### src/rtl/core/block_transfer_sequencer_defines.svh
// assertion macros for the block transfer sequencer
// each expects clk and arst_n in the scope where it is used
`ifndef BLOCK_TRANSFER_SEQUENCER_DEFINES_SVH
`define BLOCK_TRANSFER_SEQUENCER_DEFINES_SVH

`ifndef SYNTHESIS

// same-cycle implication
`define BTS_ASSERT_NOW(label, ante, cons) \
	label: assert property (@(posedge clk) disable iff (!arst_n) (ante) |-> (cons)) \
		else $error("block transfer sequencer check failed");

// next-cycle implication
`define BTS_ASSERT_NEXT(label, ante, cons) \
	label: assert property (@(posedge clk) disable iff (!arst_n) (ante) |=> (cons)) \
		else $error("block transfer sequencer check failed");

`else

`define BTS_ASSERT_NOW(label, ante, cons)
`define BTS_ASSERT_NEXT(label, ante, cons)

`endif

`endif

### src/rtl/core/bts_pkg.sv
package bts_pkg;

	localparam int NUM_REGS = 16;
	localparam int LIST_W = 16;
	localparam int CNT_W = $clog2(LIST_W + 1);
	localparam int IDX_W = 4;
	localparam int STEP_W = 3;

	localparam logic [LIST_W-1:0] REG_MASK = LIST_W'((33'd1 << NUM_REGS) - 33'd1);

	typedef enum logic [1:0] {
		ST_XFER  = 2'd0,
		ST_UNDEF = 2'd1,
		ST_EMPTY = 2'd2
	} status_t;

	typedef struct packed {
		logic [LIST_W-1:0] register_list;
		logic              pre_step;
		logic              step_up;
		logic              base_update;
		logic              is_load;
		logic              user_bank;
		logic [31:0]       base_value;
	} cmd_item_t;

	typedef struct packed {
		logic [IDX_W-1:0] reg_index;
		logic [31:0]      mem_address;
		logic             load_dir;
		logic             wb_valid;
		logic [31:0]      wb_value;
		logic [1:0]       status;
		logic             last;
	} xfer_item_t;

	// datapath operations selected by the control word
	typedef enum logic [2:0] {
		OP_NOP,
		OP_LOAD,
		OP_COUNT,
		OP_NEWBASE,
		OP_START,
		OP_EMIT,
		OP_UNDEF,
		OP_EMPTY
	} dp_op_t;

	// jump conditions; when false the step counter moves on by one
	typedef enum logic [2:0] {
		JC_NEXT,
		JC_ALWAYS,
		JC_USR,
		JC_ZERO,
		JC_MORE
	} jcond_t;

	typedef struct packed {
		dp_op_t            op;
		jcond_t            cond;
		logic [STEP_W-1:0] target;
	} uword_t;

	// program addresses
	localparam logic [STEP_W-1:0] PC_LOAD    = 3'd0;
	localparam logic [STEP_W-1:0] PC_COUNT   = 3'd1;
	localparam logic [STEP_W-1:0] PC_NEWBASE = 3'd2;
	localparam logic [STEP_W-1:0] PC_START   = 3'd3;
	localparam logic [STEP_W-1:0] PC_UNDEF   = 3'd4;
	localparam logic [STEP_W-1:0] PC_EMPTY   = 3'd5;
	localparam logic [STEP_W-1:0] PC_SPARE   = 3'd6;
	localparam logic [STEP_W-1:0] PC_EMIT    = 3'd7;

	// control store; the emit step sits at the top so that its fall-through wraps to load
	function automatic uword_t ucode_rom(input logic [STEP_W-1:0] pc);
		uword_t w;
		case (pc)
			PC_LOAD:    w = '{op: OP_LOAD,    cond: JC_NEXT,   target: PC_LOAD};
			PC_COUNT:   w = '{op: OP_COUNT,   cond: JC_USR,    target: PC_UNDEF};
			PC_NEWBASE: w = '{op: OP_NEWBASE, cond: JC_ZERO,   target: PC_EMPTY};
			PC_START:   w = '{op: OP_START,   cond: JC_ALWAYS, target: PC_EMIT};
			PC_UNDEF:   w = '{op: OP_UNDEF,   cond: JC_ALWAYS, target: PC_LOAD};
			PC_EMPTY:   w = '{op: OP_EMPTY,   cond: JC_ALWAYS, target: PC_LOAD};
			PC_EMIT:    w = '{op: OP_EMIT,    cond: JC_MORE,   target: PC_EMIT};
			default:    w = '{op: OP_NOP,     cond: JC_ALWAYS, target: PC_LOAD};
		endcase
		return w;
	endfunction

	function automatic logic [2:0] nibble_ones(input logic [3:0] n);
		return 3'(n[0]) + 3'(n[1]) + 3'(n[2]) + 3'(n[3]);
	endfunction

	function automatic logic [CNT_W-1:0] list_ones(input logic [LIST_W-1:0] l);
		logic [CNT_W-1:0] lo;
		logic [CNT_W-1:0] hi;
		lo = CNT_W'(nibble_ones(l[3:0])) + CNT_W'(nibble_ones(l[7:4]));
		hi = CNT_W'(nibble_ones(l[11:8])) + CNT_W'(nibble_ones(l[15:12]));
		return lo + hi;
	endfunction

	function automatic logic [IDX_W-1:0] lowest_set(input logic [LIST_W-1:0] l);
		logic [IDX_W-1:0] idx;
		idx = '0;
		for (int i = LIST_W - 1; i >= 0; i--) begin
			if (l[i]) begin
				idx = IDX_W'(i);
			end
		end
		return idx;
	endfunction

endpackage

### src/rtl/core/bts_if.sv
interface bts_cmd_if import bts_pkg::*; ();
	logic      valid;
	logic      ready;
	cmd_item_t data;

	modport source (output valid, output data, input ready);
	modport sink (input valid, input data, output ready);
endinterface

interface bts_xfer_if import bts_pkg::*; ();
	logic       valid;
	logic       ready;
	xfer_item_t data;

	modport source (output valid, output data, input ready);
	modport sink (input valid, input data, output ready);
endinterface

### src/rtl/core/block_transfer_sequencer.sv
// block transfer sequencer: expands one load/store multiple instruction into
// one beat per listed register, lowest register first, word addresses rising
// cmd channel: register list, mode bits, load and user-bank bits, base value
// xfer channel: register index, address, direction, base writeback, status, last
// an instruction with the user-bank bit gives one undefined beat; an empty
// list gives one empty beat; both carry last
// a small microprogram steps a plain datapath: load, count, new base, start
// address, then one emit step per transfer, looping on itself
// a command is taken only at the load step; an instruction of n registers then
// runs the count, new base and start steps and n emit steps (count then
// undefined for the user-bank case; count, new base then empty for an empty
// list); the first beat is registered by the first emit step
// results sit in one output register, which is refilled in the same cycle it is
// taken, so an instruction's transfers leave at one per cycle while the receiver keeps up
// when the receiver stalls, the emit step holds and nothing is lost; a new
// command can still be taken while the last beat of the previous one waits
// reset returns the step counter to load and empties the output register
`include "block_transfer_sequencer_defines.svh"

module block_transfer_sequencer import bts_pkg::*; (
	input logic clk,
	input logic arst_n,
	bts_cmd_if.sink cmd,
	bts_xfer_if.source xfer
);

	// step counter and current control word
	logic [STEP_W-1:0] upc_q;
	uword_t uw;

	// latched instruction
	logic [LIST_W-1:0] rem_q;
	logic              pre_q;
	logic              up_q;
	logic              wb_q;
	logic              ld_q;
	logic              usr_q;
	logic [31:0]       base_q;

	// address datapath
	logic [CNT_W-1:0]  count_q;
	logic [31:0]       newbase_q;
	logic [31:0]       addr_q;

	// output register
	xfer_item_t out_q;
	logic       out_valid_q;

	logic              slot_free;
	logic              fire;
	logic              take;
	logic              jump;
	logic [LIST_W-1:0] rem_next;
	logic              is_last;
	logic [31:0]       span;

	assign uw = ucode_rom(upc_q);

	// output slot can be refilled when empty or being emptied this cycle
	assign slot_free = !out_valid_q || xfer.ready;

	// drop the lowest set bit; the transfer is the last once nothing remains
	assign rem_next = rem_q & (rem_q - LIST_W'(1));
	assign is_last = (rem_next == '0);
	assign span = {25'd0, count_q, 2'b00};

	assign cmd.ready = (uw.op == OP_LOAD);
	assign take = cmd.valid && cmd.ready;

	// does the current step complete this cycle
	always_comb begin
		case (uw.op)
			OP_LOAD:  fire = cmd.valid;
			OP_EMIT:  fire = slot_free;
			OP_UNDEF: fire = slot_free;
			OP_EMPTY: fire = slot_free;
			default:  fire = 1'b1;
		endcase
	end

	always_comb begin
		case (uw.cond)
			JC_ALWAYS: jump = 1'b1;
			JC_USR:    jump = usr_q;
			JC_ZERO:   jump = (count_q == '0);
			JC_MORE:   jump = !is_last;
			default:   jump = 1'b0;
		endcase
	end

	// sequencer and output valid
	always_ff @(posedge clk or negedge arst_n) begin
		if (!arst_n) begin
			upc_q <= PC_LOAD;
			out_valid_q <= 1'b0;
		end else begin
			if (fire) begin
				// fall-through from the emit step wraps round to load
				upc_q <= jump ? uw.target : upc_q + STEP_W'(1);
			end
			if (fire && (uw.op == OP_EMIT || uw.op == OP_UNDEF || uw.op == OP_EMPTY)) begin
				out_valid_q <= 1'b1;
			end else if (xfer.ready) begin
				out_valid_q <= 1'b0;
			end
		end
	end

	// datapath
	always_ff @(posedge clk) begin
		if (fire) begin
			case (uw.op)
				OP_LOAD: begin
					rem_q  <= cmd.data.register_list & REG_MASK;
					pre_q  <= cmd.data.pre_step;
					up_q   <= cmd.data.step_up;
					wb_q   <= cmd.data.base_update;
					ld_q   <= cmd.data.is_load;
					usr_q  <= cmd.data.user_bank;
					base_q <= cmd.data.base_value;
				end
				OP_COUNT: begin
					count_q <= list_ones(rem_q);
				end
				OP_NEWBASE: begin
					newbase_q <= up_q ? base_q + span : base_q - span;
				end
				OP_START: begin
					// ascending: base or base + 4; descending: new base or new base + 4
					if (up_q) begin
						addr_q <= pre_q ? base_q + 32'd4 : base_q;
					end else begin
						addr_q <= pre_q ? newbase_q : newbase_q + 32'd4;
					end
				end
				OP_EMIT: begin
					out_q.reg_index   <= lowest_set(rem_q);
					out_q.mem_address <= addr_q;
					out_q.load_dir    <= ld_q;
					out_q.wb_valid    <= is_last && wb_q;
					out_q.wb_value    <= (is_last && wb_q) ? newbase_q : 32'd0;
					out_q.status      <= ST_XFER;
					out_q.last        <= is_last;
					rem_q  <= rem_next;
					addr_q <= addr_q + 32'd4;
				end
				OP_UNDEF: begin
					out_q <= '{reg_index: '0, mem_address: '0, load_dir: 1'b0,
						wb_valid: 1'b0, wb_value: '0, status: ST_UNDEF, last: 1'b1};
				end
				OP_EMPTY: begin
					out_q <= '{reg_index: '0, mem_address: '0, load_dir: 1'b0,
						wb_valid: 1'b0, wb_value: '0, status: ST_EMPTY, last: 1'b1};
				end
				default: begin
				end
			endcase
		end
	end

	assign xfer.valid = out_valid_q;
	assign xfer.data = out_q;

	// checks
	`BTS_ASSERT_NEXT(a_cmd_then_count, take, upc_q == PC_COUNT)
	`BTS_ASSERT_NEXT(a_final_emit_returns, (uw.op == OP_EMIT) && fire && is_last, upc_q == PC_LOAD)
	`BTS_ASSERT_NOW(a_wb_only_on_last, xfer.valid && xfer.data.wb_valid, xfer.data.last)
	`BTS_ASSERT_NOW(a_flag_beats_last, xfer.valid && xfer.data.status != ST_XFER, xfer.data.last)

endmodule

### src/flat_wrapper.sv
// flat-port wrapper written by rule: the top's interface ports become plain ports
module block_transfer_sequencer_flat import bts_pkg::*;
  (clk, arst_n, cmd_valid, cmd_data, cmd_ready, xfer_valid, xfer_data, xfer_ready);
  bts_cmd_if cmd_i ();
  bts_xfer_if xfer_i ();
  input logic clk;
  input logic arst_n;
  input wire logic [$bits(cmd_i.valid)-1:0] cmd_valid;
  input wire logic [$bits(cmd_i.data)-1:0] cmd_data;
  output wire logic [$bits(cmd_i.ready)-1:0] cmd_ready;
  output wire logic [$bits(xfer_i.valid)-1:0] xfer_valid;
  output wire logic [$bits(xfer_i.data)-1:0] xfer_data;
  input wire logic [$bits(xfer_i.ready)-1:0] xfer_ready;
  assign cmd_i.valid = cmd_valid;
  assign cmd_i.data = cmd_data;
  assign cmd_ready = cmd_i.ready;
  assign xfer_valid = xfer_i.valid;
  assign xfer_data = xfer_i.data;
  assign xfer_i.ready = xfer_ready;
  block_transfer_sequencer u_core (.clk(clk), .arst_n(arst_n), .cmd(cmd_i), .xfer(xfer_i));
endmodule
### config.mk
export PLATFORM = sky130hd
export DESIGN_NAME = block_transfer_sequencer_flat
export DESIGN_NICKNAME = d
export VERILOG_FILES = /design/src/rtl/core/bts_pkg.sv /design/src/rtl/core/bts_if.sv /design/src/rtl/core/block_transfer_sequencer.sv /design/src/flat_wrapper.sv
export VERILOG_INCLUDE_DIRS = /design/src /design/src/rtl/core
export SDC_FILE = /design/constraint.sdc
export NUM_CORES = 1
export LEC_CHECK = 0
export BUFFER_PORTS_ARGS = -buffer_cell sky130_fd_sc_hd__buf_2
export CAP_MARGIN = 10
export CORE_ASPECT_RATIO = 0.8
export CORE_UTILIZATION = 40
export DETAILED_ROUTE_END_ITERATION = 10
export PLACE_DENSITY_LB_ADDON = 0.12
export REMOVE_ABC_BUFFERS = 1
export SETUP_SLACK_MARGIN = 0.4
export SLEW_MARGIN = 20
export SYNTH_ARGS = -nofsm -noshare
export SYNTH_HDL_FRONTEND = slang
export SYNTH_SLANG_ARGS = --single-unit
### constraint.sdc
create_clock -name clk -period 11.3 [get_ports clk]
set_clock_uncertainty 0.05 [all_clocks]
set_input_delay 1.13 -clock clk [delete_from_list [all_inputs] [get_ports clk]]
set_output_delay 1.13 -clock clk [all_outputs]
set_load 0.02 [all_outputs]
==> metrics.md, run 1 <==
| Metric | Value |
|---|---|
| Insertion delay to the later sink of the worst-skew pair | `460 ps` |
| Fin crit share | `0.404` |
| Reg2Reg Launch Point | `u_core.upc_q[0]` |
| HP Class | `register to register` |
| Final Hold Fails | `0` |
| Maxcap violations | `0` |
| CP endpoint | `u_core.xfer.data[26]` |
| Avg Cell Area, Syn | `between 10 and 15 um^2` |
| Final WL | `28200 um` |
| CP endpoint kind | `register` |
| Flop-to-flop setup slack | `6730 ps` |
| Sink Count | `approximately 200` |
| TritonCTS clock tree | `yes` |
| Post-Syn Instances | `1075` |
| Slew Viols, Final | `0` |
| Hold_buf cts | `0` |
| Global route overflow | `0` |
| Via-to-Cell Ratio | `around 5.3` |
| Initial Utilization | `0.412` |
| Worst path slowest cell | `o211a_2` |
| Post-synth top cells | `edfxtp_1, nand2_1, and2_1, ha_1, nor2_1` |
| Worst vdd ir | `0.000187 V` |
| DR vias | `8414` |
| First-pass GRT wire length | `44600 um` |
| Initial drt markers | `740` |
| Post-synthesis register bit count | `199` |
| Htree depth | `4` |
| Largest net degree at the start of global routing | `67` |
| Remaining DRCs | `0` |
| Clock buffer depth | `2` |
| First-pass detailed-route iteration total | `6` |
| Core ar. | `about 29000 um^2` |
| Yosys warnings | `0` |
| Fmax | `0.219 GHz` |
| Vias in the first global route | `around 7700` |
| Area grow syn2layout | `14.3%` |
| Top cell by count, worst path | `buf_4` |
| Post-placement cell count | `1551` |
| Die H | `~160 um` |
| Crit-path max FO | `57` |
| Max_slew headroom | `0.465` |
| Origin of the worst setup path | `u_core.upc_q[0]` |
| Slew @ Worst Pin | `803 ps` |
| Dominant synthesized flop cell | `edfxtp_1` |
| Num CTS Buffers | `17` |
| Critical path startpoint category | `register` |
| Critical-path cell list | `inv_1, ha_1, nor2b_1, nor3_1, o211a_2, o21ai_0, o221ai_1, buf_4, a21boi_4, buf_4` |
| Post-synth EDFFs | `195` |
| Pleak | `5.11 nW` |
| Routed Antenna Nets | `0` |
| Synth async-reset ratio | `0.0201` |
| Cell area power density | `around 320 nW/um^2` |
| Row count | `55` |
| Final RePlAce weighted congestion | `0.860` |
| # IOs | `~130` |
| Status | `completed` |
| CP arrival | `4600 ps` |
| Worst r2r dst | `u_core.xfer.data[26]` |
| Critical path's largest stage delay | `790 ps` |
| Post-synthesis cell area | `roughly 12000 um^2` |
| Antenna Cells | `0` |
| Unique masters post-synth | `68` |
| Seq/Total Area, Yosys | `0.503` |
| Nets | `1330` |
| Initial antenna violation count | `0` |
| CTS clk-pin slew, worst paths | `80 ps` |
| RSZ-0062 raised after global routing | `false` |
| Port Buffer Count | `131` |
| Top-count cell post-synth | `edfxtp_1` |
| Area contributors post-synth | `edfxtp_1, ha_1, xnor2_1` |
| Post-synth top area cell | `edfxtp_1` |
| # fillers | `roughly 2600` |
| Filler-free cell count of the finished design | `1584` |
| Chip width | `194 um` |
| WP data required | `11330 ps` |
| # resized after CTS | `0` |
| Total Neg Setup Slack | `0 ps` |
| Root Driver | `clkbuf_16` |
| WS Path Type | `register to register` |
| Top-area cell type share of the netlist area | `0.495` |
| R2R depth | `10` |
| Fin crit period | `4570 ps` |
| GRT Util Overall | `0.192` |
| Postcts setup bufs | `0` |
| Post-DP HPWL | `21300 um` |
| Final setup viols | `0` |
| DIE AREA | `between 30000 and 40000 um^2` |
| Routed length per placed instance | `17.8 um` |
| Layout cells sized above 1 | `0.166` |
[critical path: cells and delay by family (launching register included)]
| family | cells | cell delay [ps] |
|---|---|---|
| AND/OR/NAND/NOR | 2 | 670 |
| adder cells (fa/ha/maj) | 1 | 310 |
| flip-flops | 1 | 490 |
| AO/OA/AOI/OAI | 4 | 1590 |
| buffers and inverters | 3 | 1020 |
[power by group]
part           internal [W]  switching, W
Clock              0.000336      0.000302
Combinational      0.000814       0.00130
Sequential          0.00131      0.000211
[cells in the final DEF, fill, tap and decap left out, types with 54 or more instances in the layout]
master    instances
edfxtp_1        195
buf_2           131
nand2_1          97
and2_1           74
ha_1             64
xnor2_1          58
nor2_1           57
inv_1            56
o21ai_0          55
xor2_1           54
[metal layers]
layer,global-route usage,wire (um),up-vias
li1,-,-,4181
met1,0.321,15900,3990
met2,0.249,10700,231
met3,0.0329,1380,12
met4,0.0435,225,0
met5,0,0,-
[stage by stage]
step                      hold WS, ps  total power (W)  setup WS (ps)   util  cell area [um^2]
final                             408          0.00427           6730  0.471             13500
after global routing              395          0.00462           6190  0.471             13500
after CTS                         397          0.00430           6480  0.471             13500
after detailed placement          408          0.00365           6510  0.449             12900
after global placement            388          0.00362           6570  0.449             12900
after floorplan                   376          0.00305           2380      -             11700
[sequential cells by signal, indices dropped and copies added, names as in the netlist]
register / flops
u_core.xfer.data: 73
u_core.addr_q: 32
u_core.base_q: 32
u_core.newbase_q: 32
u_core.rem_q: 16
u_core.count_q: 5
u_core.upc_q: 3
u_core.ld_q: 1
u_core.pre_q: 1
u_core.up_q: 1
u_core.usr_q: 1
u_core.wb_q: 1
u_core.xfer.valid: 1
[layout make-up]
| type | count | area, um^2 | share of cell area |
|---|---|---|---|
| clock buffer | 17 | 425 | 0.0315 |
| clock inverter | 15 | 185 | 0.0137 |
| inverter | 56 | 210 | 0.0155 |
| multi-input combinational | 787 | 5550 | 0.410 |
| sequential | 199 | 5960 | 0.440 |
| tap | 370 | 463 | 0.0342 |
| timing repair buffer | 140 | 736 | 0.0544 |
[worst min-delay path by stage]
stage,startpoint,end,slack [ps],depth (start not counted)
after CTS,arst_n,u_core.upc_q[0],400,1
after global routing,arst_n,u_core.upc_q[0],400,1
after floorplan,u_core.base_q[0],u_core.newbase_q[0],380,0
after detailed placement,u_core.base_q[1],u_core.newbase_q[1],410,0
final,u_core.base_q[0],u_core.newbase_q[0],410,0
after global placement,u_core.base_q[1],u_core.newbase_q[1],390,0
[cell families after synthesis]
| kind of cell | after synthesis | synth area share |
|---|---|---|
| mux | 20 | 0.0186 |
| buf+inv | 89 | 0.0300 |
| compound gates | 200 | 0.113 |
| flops | 199 | 0.503 |
| simple gates | 383 | 0.171 |
| fa+ha+maj | 72 | 0.0812 |
| xor+xnor | 112 | 0.0829 |
Note: power is estimated with default switching activity, not from simulation.
==> inputs of run 2 (changes only) <==
==> constraint.sdc (replaced) <==
create_clock -name clk -period 4.12 [get_ports clk]
set_clock_uncertainty 0.05 [all_clocks]
set_input_delay 0.412 -clock clk [delete_from_list [all_inputs] [get_ports clk]]
set_output_delay 0.412 -clock clk [all_outputs]
set_load 0.02 [all_outputs]
==> run 2 against run 1 <==
Design area up 1.9%. Die area did not move. Combinational power grew to 2.9 times the previous value. Sequential share of layout area fell by 0.81 points. Final cell count is 1.2% higher. Via count shrank 0.74%. Setup slack got worse by 6200 ps. Core utilization rose by 0.88 points. Flip-flop and latch count stayed put.
==> metrics.md, run 2 (synthesized netlist as in run 1, its figures left out) <==
| Metric | Value |
|---|---|
| Sink Count | `199` |
| Critical path's largest stage delay | `490 ps` |
| Post-placement cell count | `around 1600` |
| # IOs | `132` |
| DP Worst Slack | `131 ps` |
| Status | `completed` |
| TritonCTS clock tree | `yes` |
| Largest delay share family, worst path | `simple AND/OR/NAND/NOR gates` |
| Port Buffer Count | `approximately 130` |
| Initial antenna violation count | `0` |
| Nets | `1349` |
| Max FFs per register | `73` |
| Worst path slowest cell | `or4_1` |
| Slew Viols, Final | `0` |
| Chip width | `194 um` |
| Layout cells sized above 1 | `0.191` |
| GRT Util Overall | `0.192` |
| Routed length per placed instance | `approximately 18 um` |
| Maxcap violations | `0` |
| CP arrival | `3740 ps` |
| Routed Antenna Nets | `0` |
| Insertion delay to the later sink of the worst-skew pair | `~450 ps` |
| Cell area power density | `roughly 860 nW/um^2` |
| Area grow syn2layout | `16.4%` |
| RSZ-0062 raised after global routing | `true` |
| CP endpoint kind | `register` |
| Cell area after layout | `13800 um^2` |
| Net Sw Frac | `0.426` |
| Num CTS Buffers | `17` |
| Clock power share | `0.141` |
| Commonest cells after routing, fill and taps aside | `edfxtp_1, buf_2, nand2_1` |
| Final RePlAce weighted congestion | `roughly 0.86` |
| Root Driver | `clkbuf_16` |
| Total Neg Setup Slack | `0 ps` |
| Psw | `0.00507 W` |
| Filler-free cell count of the finished design | `approximately 1600` |
| Row count | `55` |
| Final setup viols | `0` |
| Worst vdd ir | `0.000572 V` |
| Crit-path max FO | `4` |
| Htree depth | `4` |
| Largest net degree at the start of global routing | `64` |
| Core ar. | `28700 um^2` |
| DIE AREA | `30300 um^2` |
| Via-to-Cell Ratio | `5.21` |
| Fin crit share | `0.873` |
| Die H | `156 um` |
| Global route overflow | `0` |
| PnR worst setup slack | `525 ps` |
| Final WL | `28500 um` |
| CTS clk-pin slew, worst paths | `roughly 90 ps` |
| First-pass detailed-route iteration total | `5` |
| Slew @ Worst Pin | `670 ps` |
| Vias in the first global route | `7749` |
| HP Class | `input port to register` |
| Most common cell after layout, fill and taps aside | `edfxtp_1` |
| Fmax | `0.278 GHz` |
| DR vias | `8352` |
| Cell Area, Placed | `13000 um^2` |
| Pleak | `5.22 nW` |
| Antenna Cells | `0` |
| Initial Utilization | `0.412` |
| WP buf/inv | `1` |
| Final Hold Fails | `0` |
| Remaining DRCs | `0` |
| Post-DP HPWL | `21500 um` |
| Flop-to-flop setup slack | `~520 ps` |
| WP data required | `4270 ps` |
| Internal power | `~0.0068 W` |
| First-pass GRT wire length | `44200 um` |
| Max_slew headroom | `0.553` |
| WS Path Type | `register to register` |
| Critical path startpoint category | `register` |
| Hold slack | `89.2 ps` |
| Logic pwr share | `0.507` |
| Initial drt markers | `722` |
| Critical-path cell list | `inv_1, ha_2, nor3b_4, ha_4, mux2_4, ha_4, a2111oi_4, o21ai_1, nand3_2, o211a_1, o21ai_2, a21o_1, or4_1, and3_1` |
| Clock buffer depth | `2` |
| Top cell by count, worst path | `ha_4` |
| Fin crit period | `about 3600 ps` |
| Reg power frac | `0.351` |
==> run 2: area by class of cell <==
class                   instances  area, um^2
fillers                      2634       14900
flip-flops and latches        199        5960
multi-input cells             787        5670
repair buffers                159         893
well taps                     370         463
clock buffers                  17         425
inverters                      56         210
clock inverters                15         154
==> run 2: worst reg2reg max path: stages, from the launching register on <==
cell and delay (ps):
edfxtp_1 420, inv_1 90, ha_2 170, nor3b_4 260, ha_4 240, mux2_4 280
ha_4 180, a2111oi_4 260, o21ai_1 130, nand3_2 110, o211a_1 220, o21ai_2 80
a21o_1 210, or4_1 490, and3_1 170
==> run 2: final timing paths <==
path	startpoint	endpoint	cells past startpoint
worst max-delay path	u_core.count_q[0]	u_core.newbase_q[31]	14
worst min-delay path	cmd_data[34]	u_core.wb_q	1
worst max register to register	u_core.count_q[0]	u_core.newbase_q[31]	14
worst min register to register	u_core.base_q[0]	u_core.newbase_q[0]	0
max in group asynchronous	arst_n	u_core.xfer.valid	2
min in group asynchronous	arst_n	u_core.upc_q[1]	2
==> run 2: power by group through the flow <==
stage	clock, W	combinational (W)	sequential (W)
after floorplan	0	0.00364	0.00439
after global placement	0	0.00587	0.00422
after detailed placement	0	0.00593	0.00422
after CTS	0.00172	0.00598	0.00418
after global routing	0.00180	0.00674	0.00428
final	0.00168	0.00604	0.00418
==> run 2: metal layers <==
| metal | wire length, um | global-route usage |
|---|---|---|
| met5 | 0 | 0 |
| met4 | 306 | 0.0537 |
| met2 | 10700 | 0.249 |
| met1 | 16100 | 0.315 |
| met3 | 1420 | 0.0335 |
==> run 2: per-stage QoR <==
| step | total power [W] | utilization |
|---|---|---|
| after floorplan | 0.00802 | - |
| after global placement | 0.0101 | 0.453 |
| after detailed placement | 0.0102 | 0.453 |
| after CTS | 0.0119 | 0.474 |
| after global routing | 0.0128 | 0.480 |
| final | 0.0119 | 0.480 |
==> run 2: repair_timing <==
action                                 4_1_cts  5_1_grt
pin swaps                                    2        8
resized for setup                            5       22
endpoints found under the hold margin        4        0
buffers inserted                             1        8
setup endpoints to repair                    4       33
hold buffers                                 1        0
